$ cat src/hw/rtl/lkvc_pkg.sv
// Shared request/response types and constants for the LRU key-value cache.
`timescale 1ns / 1ps
package lkvc_pkg;

  localparam int CFG_BITS = 5;
  localparam logic [CFG_BITS-1:0] CAP_RESET = 5'd16;

  localparam logic REQ_GET = 1'b0;
  localparam logic REQ_SET = 1'b1;

  localparam logic [31:0] MISS_VALUE = 32'hFFFF_FFFF;

  typedef struct packed {
    logic              req_type;
    logic signed [31:0] key;
    logic signed [31:0] value;
  } req_t;

  typedef struct packed {
    logic              hit;
    logic signed [31:0] read_value;
  } rsp_t;

endpackage

$ cat src/hw/rtl/lkvc_ram.sv
// Generic single-write, single-read RAM with registered read data.
`timescale 1ns / 1ps
module lkvc_ram #(
  parameter int WIDTH = 32,
  parameter int DEPTH = 16,
  localparam int AW = (DEPTH > 1) ? $clog2(DEPTH) : 1
) (
  input  logic             clk,
  input  logic             we,
  input  logic [AW-1:0]    waddr,
  input  logic [WIDTH-1:0] wdata,
  input  logic [AW-1:0]    raddr,
  output logic [WIDTH-1:0] rdata
);

  logic [WIDTH-1:0] mem [DEPTH];
  logic [WIDTH-1:0] rdata_r;

  always_ff @(posedge clk) begin
    if (we) begin
      mem[waddr] <= wdata;
    end
    rdata_r <= mem[raddr];
  end

  assign rdata = rdata_r;

endmodule

$ cat src/hw/rtl/lkvc_front.sv
// Front end: takes requests and holds them in a two-entry queue for the back end.
`timescale 1ns / 1ps
module lkvc_front import lkvc_pkg::*; (
  input  logic clk,
  input  logic rst_n,
  input  logic in_valid,
  output logic in_ready,
  input  req_t in_req,
  output logic job_valid,
  input  logic job_ready,
  output req_t job
);

  req_t       q_r [2];
  logic       wp_r;
  logic       rp_r;
  logic [1:0] cnt_r;
  logic       push;
  logic       pop;

  assign in_ready  = (cnt_r != 2'd2);
  assign job_valid = (cnt_r != 2'd0);
  assign job       = q_r[rp_r];
  assign push      = in_valid && in_ready;
  assign pop       = job_valid && job_ready;

  always_ff @(posedge clk) begin
    if (!rst_n) begin
      wp_r  <= 1'b0;
      rp_r  <= 1'b0;
      cnt_r <= 2'd0;
    end else begin
      if (push) begin
        q_r[wp_r] <= in_req;
        wp_r      <= ~wp_r;
      end
      if (pop) begin
        rp_r <= ~rp_r;
      end
      if (push && !pop) begin
        cnt_r <= cnt_r + 2'd1;
      end else if (pop && !push) begin
        cnt_r <= cnt_r - 2'd1;
      end
    end
  end

endmodule

$ cat src/hw/rtl/lkvc_back.sv
// Back end: scans the store for a key and free slot, then applies get/set with LRU update.
`timescale 1ns / 1ps
module lkvc_back import lkvc_pkg::*; #(
  parameter int CAPACITY   = 16,
  parameter int KEY_BITS   = 32,
  parameter int VALUE_BITS = 32,
  localparam int IW = (CAPACITY > 1) ? $clog2(CAPACITY) : 1,
  localparam int CW = $clog2(CAPACITY + 1)
) (
  input  logic          clk,
  input  logic          rst_n,
  input  logic [CW-1:0] cap_eff,
  input  logic          job_valid,
  output logic          job_ready,
  input  req_t          job,
  output logic          out_valid,
  input  logic          out_ready,
  output rsp_t          out_rsp
);

  typedef enum logic [2:0] {
    ST_IDLE, ST_SCAN, ST_DRAIN, ST_APPLY, ST_READ, ST_OUT
  } state_t;

  state_t                state_r;
  logic [IW-1:0]         cnt_r;
  logic                  cmp_vld_r;
  logic [IW-1:0]         cmp_idx_r;
  logic                  set_r;
  logic [KEY_BITS-1:0]   key_r;
  logic [VALUE_BITS-1:0] val_r;
  logic                  found_r;
  logic [IW-1:0]         hit_idx_r;
  logic                  free_found_r;
  logic [IW-1:0]         free_idx_r;
  logic [CAPACITY-1:0]   valid_r;
  logic [IW-1:0]         rank_r [CAPACITY];
  logic [CW-1:0]         used_r;
  rsp_t                  rsp_r;

  logic [KEY_BITS-1:0]   key_rdata;
  logic [VALUE_BITS-1:0] val_rdata;
  logic [63:0]           key64;
  logic [63:0]           val64;
  logic [63:0]           rd64;
  logic                  evict;
  logic [CW-1:0]         capm1;
  logic                  cmp_valid;
  logic [IW-1:0]         cmp_rank;
  logic                  cmp_match;
  logic                  cmp_free;
  logic [IW-1:0]         hit_rank;
  logic                  key_we;
  logic                  val_we;
  logic [IW-1:0]         val_waddr;

  assign key64     = 64'($unsigned(job.key));
  assign val64     = 64'($unsigned(job.value));
  assign rd64      = 64'(val_rdata);
  assign evict     = (used_r >= cap_eff);
  assign capm1     = cap_eff - CW'(1);
  assign cmp_valid = valid_r[cmp_idx_r];
  assign cmp_rank  = rank_r[cmp_idx_r];
  assign cmp_match = cmp_vld_r && cmp_valid && (key_rdata == key_r);
  // a slot counts as free if empty, or if the pending eviction will empty it
  assign cmp_free  = cmp_vld_r && (!cmp_valid || (evict && (CW'(cmp_rank) >= capm1)));
  assign hit_rank  = rank_r[hit_idx_r];

  assign job_ready = (state_r == ST_IDLE);
  assign out_valid = (state_r == ST_OUT);
  assign out_rsp   = rsp_r;

  assign key_we    = (state_r == ST_APPLY) && set_r && !found_r;
  assign val_we    = (state_r == ST_APPLY) && set_r;
  assign val_waddr = found_r ? hit_idx_r : free_idx_r;

  lkvc_ram #(.WIDTH(KEY_BITS), .DEPTH(CAPACITY)) u_key_ram (
    .clk   (clk),
    .we    (key_we),
    .waddr (free_idx_r),
    .wdata (key_r),
    .raddr (cnt_r),
    .rdata (key_rdata)
  );

  lkvc_ram #(.WIDTH(VALUE_BITS), .DEPTH(CAPACITY)) u_val_ram (
    .clk   (clk),
    .we    (val_we),
    .waddr (val_waddr),
    .wdata (val_r),
    .raddr (hit_idx_r),
    .rdata (val_rdata)
  );

  always_ff @(posedge clk) begin
    if (!rst_n) begin
      state_r   <= ST_IDLE;
      cmp_vld_r <= 1'b0;
      valid_r   <= '0;
      used_r    <= '0;
      for (int i = 0; i < CAPACITY; i++) begin
        rank_r[i] <= '0;
      end
    end else begin
      cmp_vld_r <= 1'b0;
      cmp_idx_r <= cnt_r;
      if (cmp_match && !found_r) begin
        found_r   <= 1'b1;
        hit_idx_r <= cmp_idx_r;
      end
      if (cmp_free && !free_found_r) begin
        free_found_r <= 1'b1;
        free_idx_r   <= cmp_idx_r;
      end
      unique case (state_r)
        ST_IDLE: begin
          if (job_valid) begin
            set_r        <= (job.req_type == REQ_SET);
            key_r        <= key64[KEY_BITS-1:0];
            val_r        <= val64[VALUE_BITS-1:0];
            cnt_r        <= '0;
            found_r      <= 1'b0;
            free_found_r <= 1'b0;
            state_r      <= ST_SCAN;
          end
        end
        ST_SCAN: begin
          cmp_vld_r <= 1'b1;
          cnt_r     <= cnt_r + IW'(1);
          if (cnt_r == IW'(CAPACITY - 1)) begin
            state_r <= ST_DRAIN;
          end
        end
        ST_DRAIN: begin
          state_r <= ST_APPLY;
        end
        ST_APPLY: begin
          for (int i = 0; i < CAPACITY; i++) begin
            if (found_r) begin
              // touch: younger entries age by one, hit entry becomes newest
              if (IW'(i) == hit_idx_r) begin
                rank_r[i] <= '0;
              end else if (valid_r[i] && (rank_r[i] < hit_rank)) begin
                rank_r[i] <= rank_r[i] + IW'(1);
              end
            end else if (set_r) begin
              if (IW'(i) == free_idx_r) begin
                valid_r[i] <= 1'b1;
                rank_r[i]  <= '0;
              end else if (valid_r[i] && evict && (CW'(rank_r[i]) >= capm1)) begin
                valid_r[i] <= 1'b0;
                rank_r[i]  <= '0;
              end else if (valid_r[i]) begin
                rank_r[i] <= rank_r[i] + IW'(1);
              end
            end
          end
          if (set_r && !found_r) begin
            used_r <= (evict ? capm1 : used_r) + CW'(1);
          end
          if (set_r) begin
            state_r <= ST_IDLE;
          end else if (found_r) begin
            state_r <= ST_READ;
          end else begin
            rsp_r.hit        <= 1'b0;
            rsp_r.read_value <= MISS_VALUE;
            state_r          <= ST_OUT;
          end
        end
        ST_READ: begin
          rsp_r.hit        <= 1'b1;
          rsp_r.read_value <= rd64[31:0];
          state_r          <= ST_OUT;
        end
        ST_OUT: begin
          if (out_ready) begin
            state_r <= ST_IDLE;
          end
        end
        default: state_r <= ST_IDLE;
      endcase
    end
  end

  a_used_matches_valid: assert property (@(posedge clk) disable iff (!rst_n)
    $countones(valid_r) == used_r)
    else $error("used count disagrees with valid bits");

  a_used_bounded: assert property (@(posedge clk) disable iff (!rst_n)
    used_r <= CW'(CAPACITY))
    else $error("used count above store size");

  a_result_only_get: assert property (@(posedge clk) disable iff (!rst_n)
    $rose(out_valid) |-> !set_r)
    else $error("result raised for a set request");

  a_drain_after_scan: assert property (@(posedge clk) disable iff (!rst_n)
    state_r == ST_DRAIN |-> $past(state_r) == ST_SCAN)
    else $error("drain entered without scan");

endmodule

$ cat src/hw/rtl/lru_key_value_cache_core.sv
// Top level of the fully associative LRU key-value cache.
`timescale 1ns / 1ps
// Fully associative key-value cache with least-recently-used replacement.
// A get request returns one response (hit plus stored value, or miss with
// read_value all ones); a set request updates or inserts and returns nothing.
// Requests pass through a two-entry queue to a back end that walks all
// CAPACITY slots of the key RAM, one per cycle, to find the key and a free
// slot, then applies the request and, for a get, holds the response until
// out_ready. The back end takes no new request until done with the last.
// The capacity register (reset 16) limits entries in use; 0 acts as 1 and
// values above CAPACITY act as CAPACITY. Write it only while the cache is
// idle. Lowering it takes effect on the next inserting set, which evicts
// the oldest entries down to capacity-1 first. The store is empty after
// reset; no clearing pass is needed.
module lru_key_value_cache_core import lkvc_pkg::*; #(
  parameter int CAPACITY   = 16,
  parameter int KEY_BITS   = 32,
  parameter int VALUE_BITS = 32
) (
  input  logic                clk,
  input  logic                rst_n,
  input  logic                in_valid,
  output logic                in_ready,
  input  req_t                in_req,
  output logic                out_valid,
  input  logic                out_ready,
  output rsp_t                out_rsp,
  input  logic                cfg_we,
  input  logic [CFG_BITS-1:0] cfg_wdata
);

  localparam int CW = $clog2(CAPACITY + 1);
  localparam int MW = (CW > CFG_BITS) ? CW : CFG_BITS;

  logic [CFG_BITS-1:0] capacity_r;
  logic [MW-1:0]       cap_wide;
  logic [MW-1:0]       cap_clamp;
  logic [CW-1:0]       cap_eff;
  logic                job_valid;
  logic                job_ready;
  req_t                job;

  // capacity register, no read-back
  always_ff @(posedge clk) begin
    if (!rst_n) begin
      capacity_r <= CAP_RESET;
    end else if (cfg_we) begin
      capacity_r <= cfg_wdata;
    end
  end

  // clamp to 1..CAPACITY
  assign cap_wide = MW'(capacity_r);
  always_comb begin
    priority if (cap_wide == '0) begin
      cap_clamp = MW'(1);
    end else if (cap_wide > MW'(CAPACITY)) begin
      cap_clamp = MW'(CAPACITY);
    end else begin
      cap_clamp = cap_wide;
    end
  end
  assign cap_eff = cap_clamp[CW-1:0];

  lkvc_front u_front (
    .clk       (clk),
    .rst_n     (rst_n),
    .in_valid  (in_valid),
    .in_ready  (in_ready),
    .in_req    (in_req),
    .job_valid (job_valid),
    .job_ready (job_ready),
    .job       (job)
  );

  lkvc_back #(
    .CAPACITY   (CAPACITY),
    .KEY_BITS   (KEY_BITS),
    .VALUE_BITS (VALUE_BITS)
  ) u_back (
    .clk       (clk),
    .rst_n     (rst_n),
    .cap_eff   (cap_eff),
    .job_valid (job_valid),
    .job_ready (job_ready),
    .job       (job),
    .out_valid (out_valid),
    .out_ready (out_ready),
    .out_rsp   (out_rsp)
  );

endmodule
$ cat config.mk
export PLATFORM = sky130hd
export DESIGN_NAME = lru_key_value_cache_core
export DESIGN_NICKNAME = d
export VERILOG_FILES = /design/src/hw/rtl/lkvc_pkg.sv /design/src/hw/rtl/lkvc_ram.sv /design/src/hw/rtl/lkvc_front.sv /design/src/hw/rtl/lkvc_back.sv /design/src/hw/rtl/lru_key_value_cache_core.sv
export SDC_FILE = /design/constraint.sdc
export NUM_CORES = 2
export LEC_CHECK = 0
export BUFFER_PORTS_ARGS = -buffer_cell sky130_fd_sc_hd__buf_2
export CAP_MARGIN = 0
export CORE_AREA = 8 8 308 310
export DETAILED_ROUTE_END_ITERATION = 16
export DIE_AREA = 0 0 316 318
export MAX_ROUTING_LAYER = met4
export PLACE_DENSITY = 0.8
export SLEW_MARGIN = 10
export SYNTH_ARGS = -nofsm -noshare
export SYNTH_HDL_FRONTEND = slang
export SYNTH_SLANG_ARGS = --single-unit
$ cat constraint.sdc
create_clock -name clk -period 10.7 [get_ports clk]
set_clock_uncertainty 0.1 [all_clocks]
set_input_delay 0 -clock clk [delete_from_list [all_inputs] [get_ports clk]]
set_output_delay 0 -clock clk [all_outputs]
set_load 0.01 [all_outputs]
; ---- Word-level counts from Yosys, hierarchy flattened
; Memories as Yosys holds them, arrays and structs flattened. A register that Yosys moved wholly into a read port is not among the register bits.
; Cells that the tools add are included.
[word_totals]
reg_bits = 85
ramBits = 1218
input_bits = 75
output_inout_bits = 35
word_cells = 992
n_memories = 4
[classes]
n_addsub = 21
n_lt_le_gt_ge = 36
eq_ne = 43
mux = 660
bitwise_logic = 83
n_reduce_logical = 114
[memory_table]
columns = memory, depth, width, rd, rd_clocked_by_memory_dff, write_ports, line
row1 = u_back.u_key_ram.mem, 16, 32, 1, 1, 1, lkvc_ram.sv:16  ; logic [WIDTH-1:0] mem [DEPTH];
row2 = u_back.u_val_ram.mem, 16, 32, 1, 1, 1, lkvc_ram.sv:16
row3 = u_front.q_r, 2, 65, 1, 1, 1, lkvc_front.sv:14  ; req_t q_r [2];
row4 = u_back.rank_r, 16, 4, 18, 2, 16, lkvc_back.sv:37  ; logic [IW-1:0] rank_r [CAPACITY];
[op_table]
columns = cell, n
row1 = two-way mux 1 bit, 561
row2 = two-way mux 4 bit, 84
row3 = greater-or-equal comparator 4 x 5 -> 1 bit, 17
row4 = OR 1 bit, 80
row5 = "adder 4 x 1 -> 4 bit, second input constant", 17
row6 = AND reduction 4 bit, 17
row7 = two-way mux 33 bit, 2
row8 = one-hot mux 33 bit (2 select lines), 1
row9 = "equality test 4 bit, first input constant", 16
row10 = < comparator 4 bit, 16
row11 = logical AND 1 bit, 61
row12 = nonzero test 2 bit, 20
row13 = "equality test 3 x 4 -> 1 bit, first input constant", 8
row14 = equality test 32 bit, 1
row15 = one-hot mux 3 bit (6 select lines), 1
row16 = "equality test 2 x 4 -> 1 bit, first input constant", 4
row17 = two-way mux 5 bit, 3
row18 = two-way mux 3 bit, 4
row19 = AND reduction 3 bit, 3
row20 = "equality test 1 x 4 -> 1 bit, first input constant", 2
row21 = zero test 4 bit, 2
row22 = one-hot mux 4 bit (2 select lines), 1
row23 = "equality test 3 x 2 -> 1 bit, second input constant", 2
row24 = "equality test 3 bit, second input constant", 2
row25 = other kinds (19), 32

; ---- Logic depth before layout (Yosys ltp)
[logic_depth]
word_depth = 15
mapped_depth = 15

; ---- By module
; From an unflattened synthesis, not the netlist that was laid out.
[hier_totals]
cells_unflattened = 3065
area_unflattened_um2 = 57881.8
[by_module_without_submodules]
columns = module, instances, cells_per_inst, area_per_inst_um2, seq_area_each_um2
row1 = lkvc_ram, 2, 838, 19835.3, 16015.4
row2 = lkvc_back, 1, 1137, 13067.5, 6065.8
row3 = lkvc_front, 1, 229, 4922.2, 4003.8
row4 = lru_key_value_cache_core, 1, 23, 221.5, 100.1

; ---- Least setup slack after synthesis
; No wires, ideal clock.
[synth_timing]
kind = reg2reg
from = register u_back.state_r[1]
to = register u_back.key_r[0], enable pin
setup_ps = 488
arrival_time_ps = 3810
setup_slack_ps = 6302
path_stages_with_launch = 6
path_buffers = 1
synth_period_minus_slack_ps = 4398
path_cell_list = dfxtp_1 -> clkbuf_1 -> nor3_1 -> nor2b_1 -> inv_1 -> nor2_1
[synth_via]
elab_chain_len = 2
[synth_rtl]
columns = element, line
row1 = "start, declared", lkvc_back.sv:25  ; state_t state_r;
row2 = "start signal, assigned", lkvc_back.sv:97  ; state_r <= ST_IDLE;
row3 = "start signal, assigned", lkvc_back.sv:124  ; state_r <= ST_SCAN;
row4 = "start signal, assigned", lkvc_back.sv:131  ; state_r <= ST_DRAIN;
row5 = zero test 3 bit, lkvc_back.sv:115  ; unique case (state_r)
row6 = AND reduction 3 bit (no line), -
row7 = "end signal, assigned", lkvc_back.sv:119  ; key_r <= key64[KEY_BITS-1:0];
row8 = "end, declared", lkvc_back.sv:30  ; logic [KEY_BITS-1:0] key_r;
; Every way passes these cells.
; A chain may end at the register's enable or synchronous reset.

==> impl_results.md <==
- Max Slew Vio Count: 0
- Hold wc startpoint: cfg_we
- Starting Density: 64.7%
- Req. time, crit path: 10.97 ns
- Main flop type after synthesis: edfxtp_1
- Drt via density: 7.01
- Layout cells sized above 1: 26.0%
- Post-DP HPWL: 73.6 mm
- Die Ht: 318 um
- GPL Wtd Cong: 0.959
- Post-route ant nets: 0
- Synth Cell Area: 58000 um2
- Setup Buffers After CTS: 0
- Number of nets in the layout: 3445
- Seq cells post-synth: 1440
- Fmax: 209 MHz
- CP endpoint kind: flip-flop
- Critical Path AT: 5.06 ns
- Die Wd: 316 um
- TritonCTS buffer count: 141
- Seq/Total Area, Yosys: 72.7%
- Area share of the largest cell type after synthesis: 69.1%
- DRC viols: 0
- Via count: 31800
- I/O pin count: 110
- CP Max Fanout: 16
- WL final: 152 mm
- Cell count after synthesis: 2911
- Synth warn: 0
- Cts repair resizes: 0
- Worst-Skew Late Latency: 0.75 ns
- Total global-route track usage: 31.2%
- Initial antenna violation count: 3
- Hold path depth: 3
- Vias in the first global route: 33200
- First-pass GRT wire length: 222 mm
- Status: finished clean
- Critical path class: flip-flop to flip-flop
- DRT Pass-1 Iters: 6
- Core Box Area: 89600 um2
- Tcrit/Tclk final: 44.8%
- Power Density: 200 nW/um2
- CTS root buffer: clkbuf_16
- Netlist cell types: 85
- Leakage power: 21.7 nW
- Tmin final: 4.79 ns
- Syn Nets: 3110
- # Max-Cap Violations: 0
- Largest net degree at the start of global routing: 101
- Syn avg cell area: 19.9 um2
- Setup TNS: 0 ns
- Syn-to-layout area delta: 14.4%
- Post-synth EDFFs: 1334
- Min-delay worst type: primary input to flip-flop
- Reg-to-reg setup timing slack: 5.91 ns
- Grt ovf: 0
- Unrepaired setup endpoints after global routing: no
- Reg2reg end: u_back.rank_r[0][0]$_SDFFCE_PN0P_
- Most common cell after layout, fill and taps aside: edfxtp_1
- Rel. slew slack: 18.9%
- Maximum root-to-sink buffer count: 3
- Post-synth top area cell: edfxtp_1
- Peak VDD IR: 0.187 mV
- H-tree depth: 4
- Fin. Hold Viols: 0
- Number of I/O port buffers: 109
- WHS Endpoint: cap_wide[4]$_SDFFE_PN1P_
- Clock sink count: 1440
- Die ar.: 100000 um2
- Synth top area cells: edfxtp_1, mux4_2, dfxtp_1
- Rows: 110
- Clk slew on worst S/H paths: 0.06 ns
- Final setup fails: 0
- Fraction of registers with async set or reset after synthesis: 0%
- R2R depth: 9
- Total Power: 13.3 mW
- Wire length per cell: 33.5 um
- Startpoint Class: flip-flop
- Final Util: 74.1%
- Worst-Margin Slew: 1.21 ns
- Initial drt markers: 4369
- TritonCTS clock tree: yes
- Most frequent cells in the layout: edfxtp_1, mux4_2, dlygate4sd3_1
[stage by stage]
step	std cells	cell area (um2)	setup slack [ns]	hold WS, ns
finish	4537	66400	5.91	0.0628
global route	4537	66400	5.64	0.0706
CTS	4533	66300	5.91	0.00591
detailed placement	4129	60200	5.92	0.0912
global placement	4129	60200	6.01	0.0868
floorplan	2911	58000	6.30	-0.00113
[power breakdown]
part / internal [mW] / switching, mW
clock: 2.86 / 2.14
sequential: 6.55 / 0.335
combinational: 0.670 / 0.728
[routing by layer]
layer / share of wire [%] / up-vias / track usage (%)
li1: - / 12600 / -
met2: 50 / 2347 / 50.3
met5: 0 / - / -
met4: 4.7 / 0 / 13.0
met1: 35 / 16300 / 39.1
met3: 9.9 / 511 / 6.12
[registers in the layout, summed over array words and instances, names as in the netlist, 5 cells and up, named ones only]
signal and flops:
u_back.valid_r 16, u_back.used_r 5, u_back.u_val_ram.mem 512, u_back.u_val_ram.rdata 32
u_back.u_key_ram.mem 512, cap_wide 5, u_back.u_key_ram.rdata 32, u_back.val_r 32
u_back.rank_r 64, u_back.out_rsp 33, u_back.key_r 32, u_front.q_r 130
[kinds of logic after synthesis]
kind of cell | count (synthesis) | share of synthesized area [%]
flops | 1440 | 72.7
mux | 444 | 15.7
simple gates | 414 | 3.53
compound gates | 235 | 2.96
buf+inv | 177 | 1.24
fa+ha+maj | 129 | 2.76
xor+xnor | 72 | 1.09
[synthesized netlist by cell type (all sizes together), types with 8 or more instances]
cell and count:
nor3 25, and2 10, inv 46, o2111ai 11
mux2 74, a211oi 8, a21oi 40, nand4 18
o211ai 16, xor2 17, o31ai 10, dfxtp 106
xnor2 55, a31oi 18, nand3 38, o21a 13
nand2b 65, a21o 15, mux4 364, nor2 135
edfxtp 1334, nor2b 26, nor4 8, a221oi 11
ha 124, clkbuf 82, o21ai 33, buf 48
nand2 68
[critical path, stage by stage (launching register included)]
cell and delay, ns:
dfxtp_1 1.00, mux4_2 0.61, mux4_2 0.46, inv_1 0.67
ha_1 0.39, a211oi_1 0.20, nand3_1 0.11, or4_1 0.46
o311a_2 0.17, o2111ai_1 0.24
[worst max path at each step]
stage | startpoint | end | cells after the start
after floorplan | u_back.state_r[1]$_SDFFE_PN0P_ | u_back.key_r[0]$_DFFE_PP_ | 5
after global placement | flip-flop | u_back.rank_r[15][0]$_SDFFCE_PN0P_ | 9
after detailed placement | flip-flop | u_back.rank_r[0][3]$_SDFFCE_PN0P_ | 9
after CTS | flip-flop | u_back.rank_r[0][0]$_SDFFCE_PN0P_ | 9
after global routing | flip-flop | u_back.rank_r[0][0]$_SDFFCE_PN0P_ | 9
final | flip-flop | u_back.rank_r[0][0]$_SDFFCE_PN0P_ | 9
[repair_timing]
item | CTS | global route
setup endpoints to repair | 0 | 0
hold buffers | 149 | 0
hold endpoints to repair | 174 | 0
[final cells by class]
type                    instances  area (um2)
repair buffers                322        2550
fillers                      4657       23200
multi-input cells            1294       15400
clock inverters                73         739
flip-flops and latches       1440       42200
inverters                      47         176
clock buffers                 182        3870
well taps                    1176        1470
diodes                          3        7.51
Power figures use the tool's default switching activity.
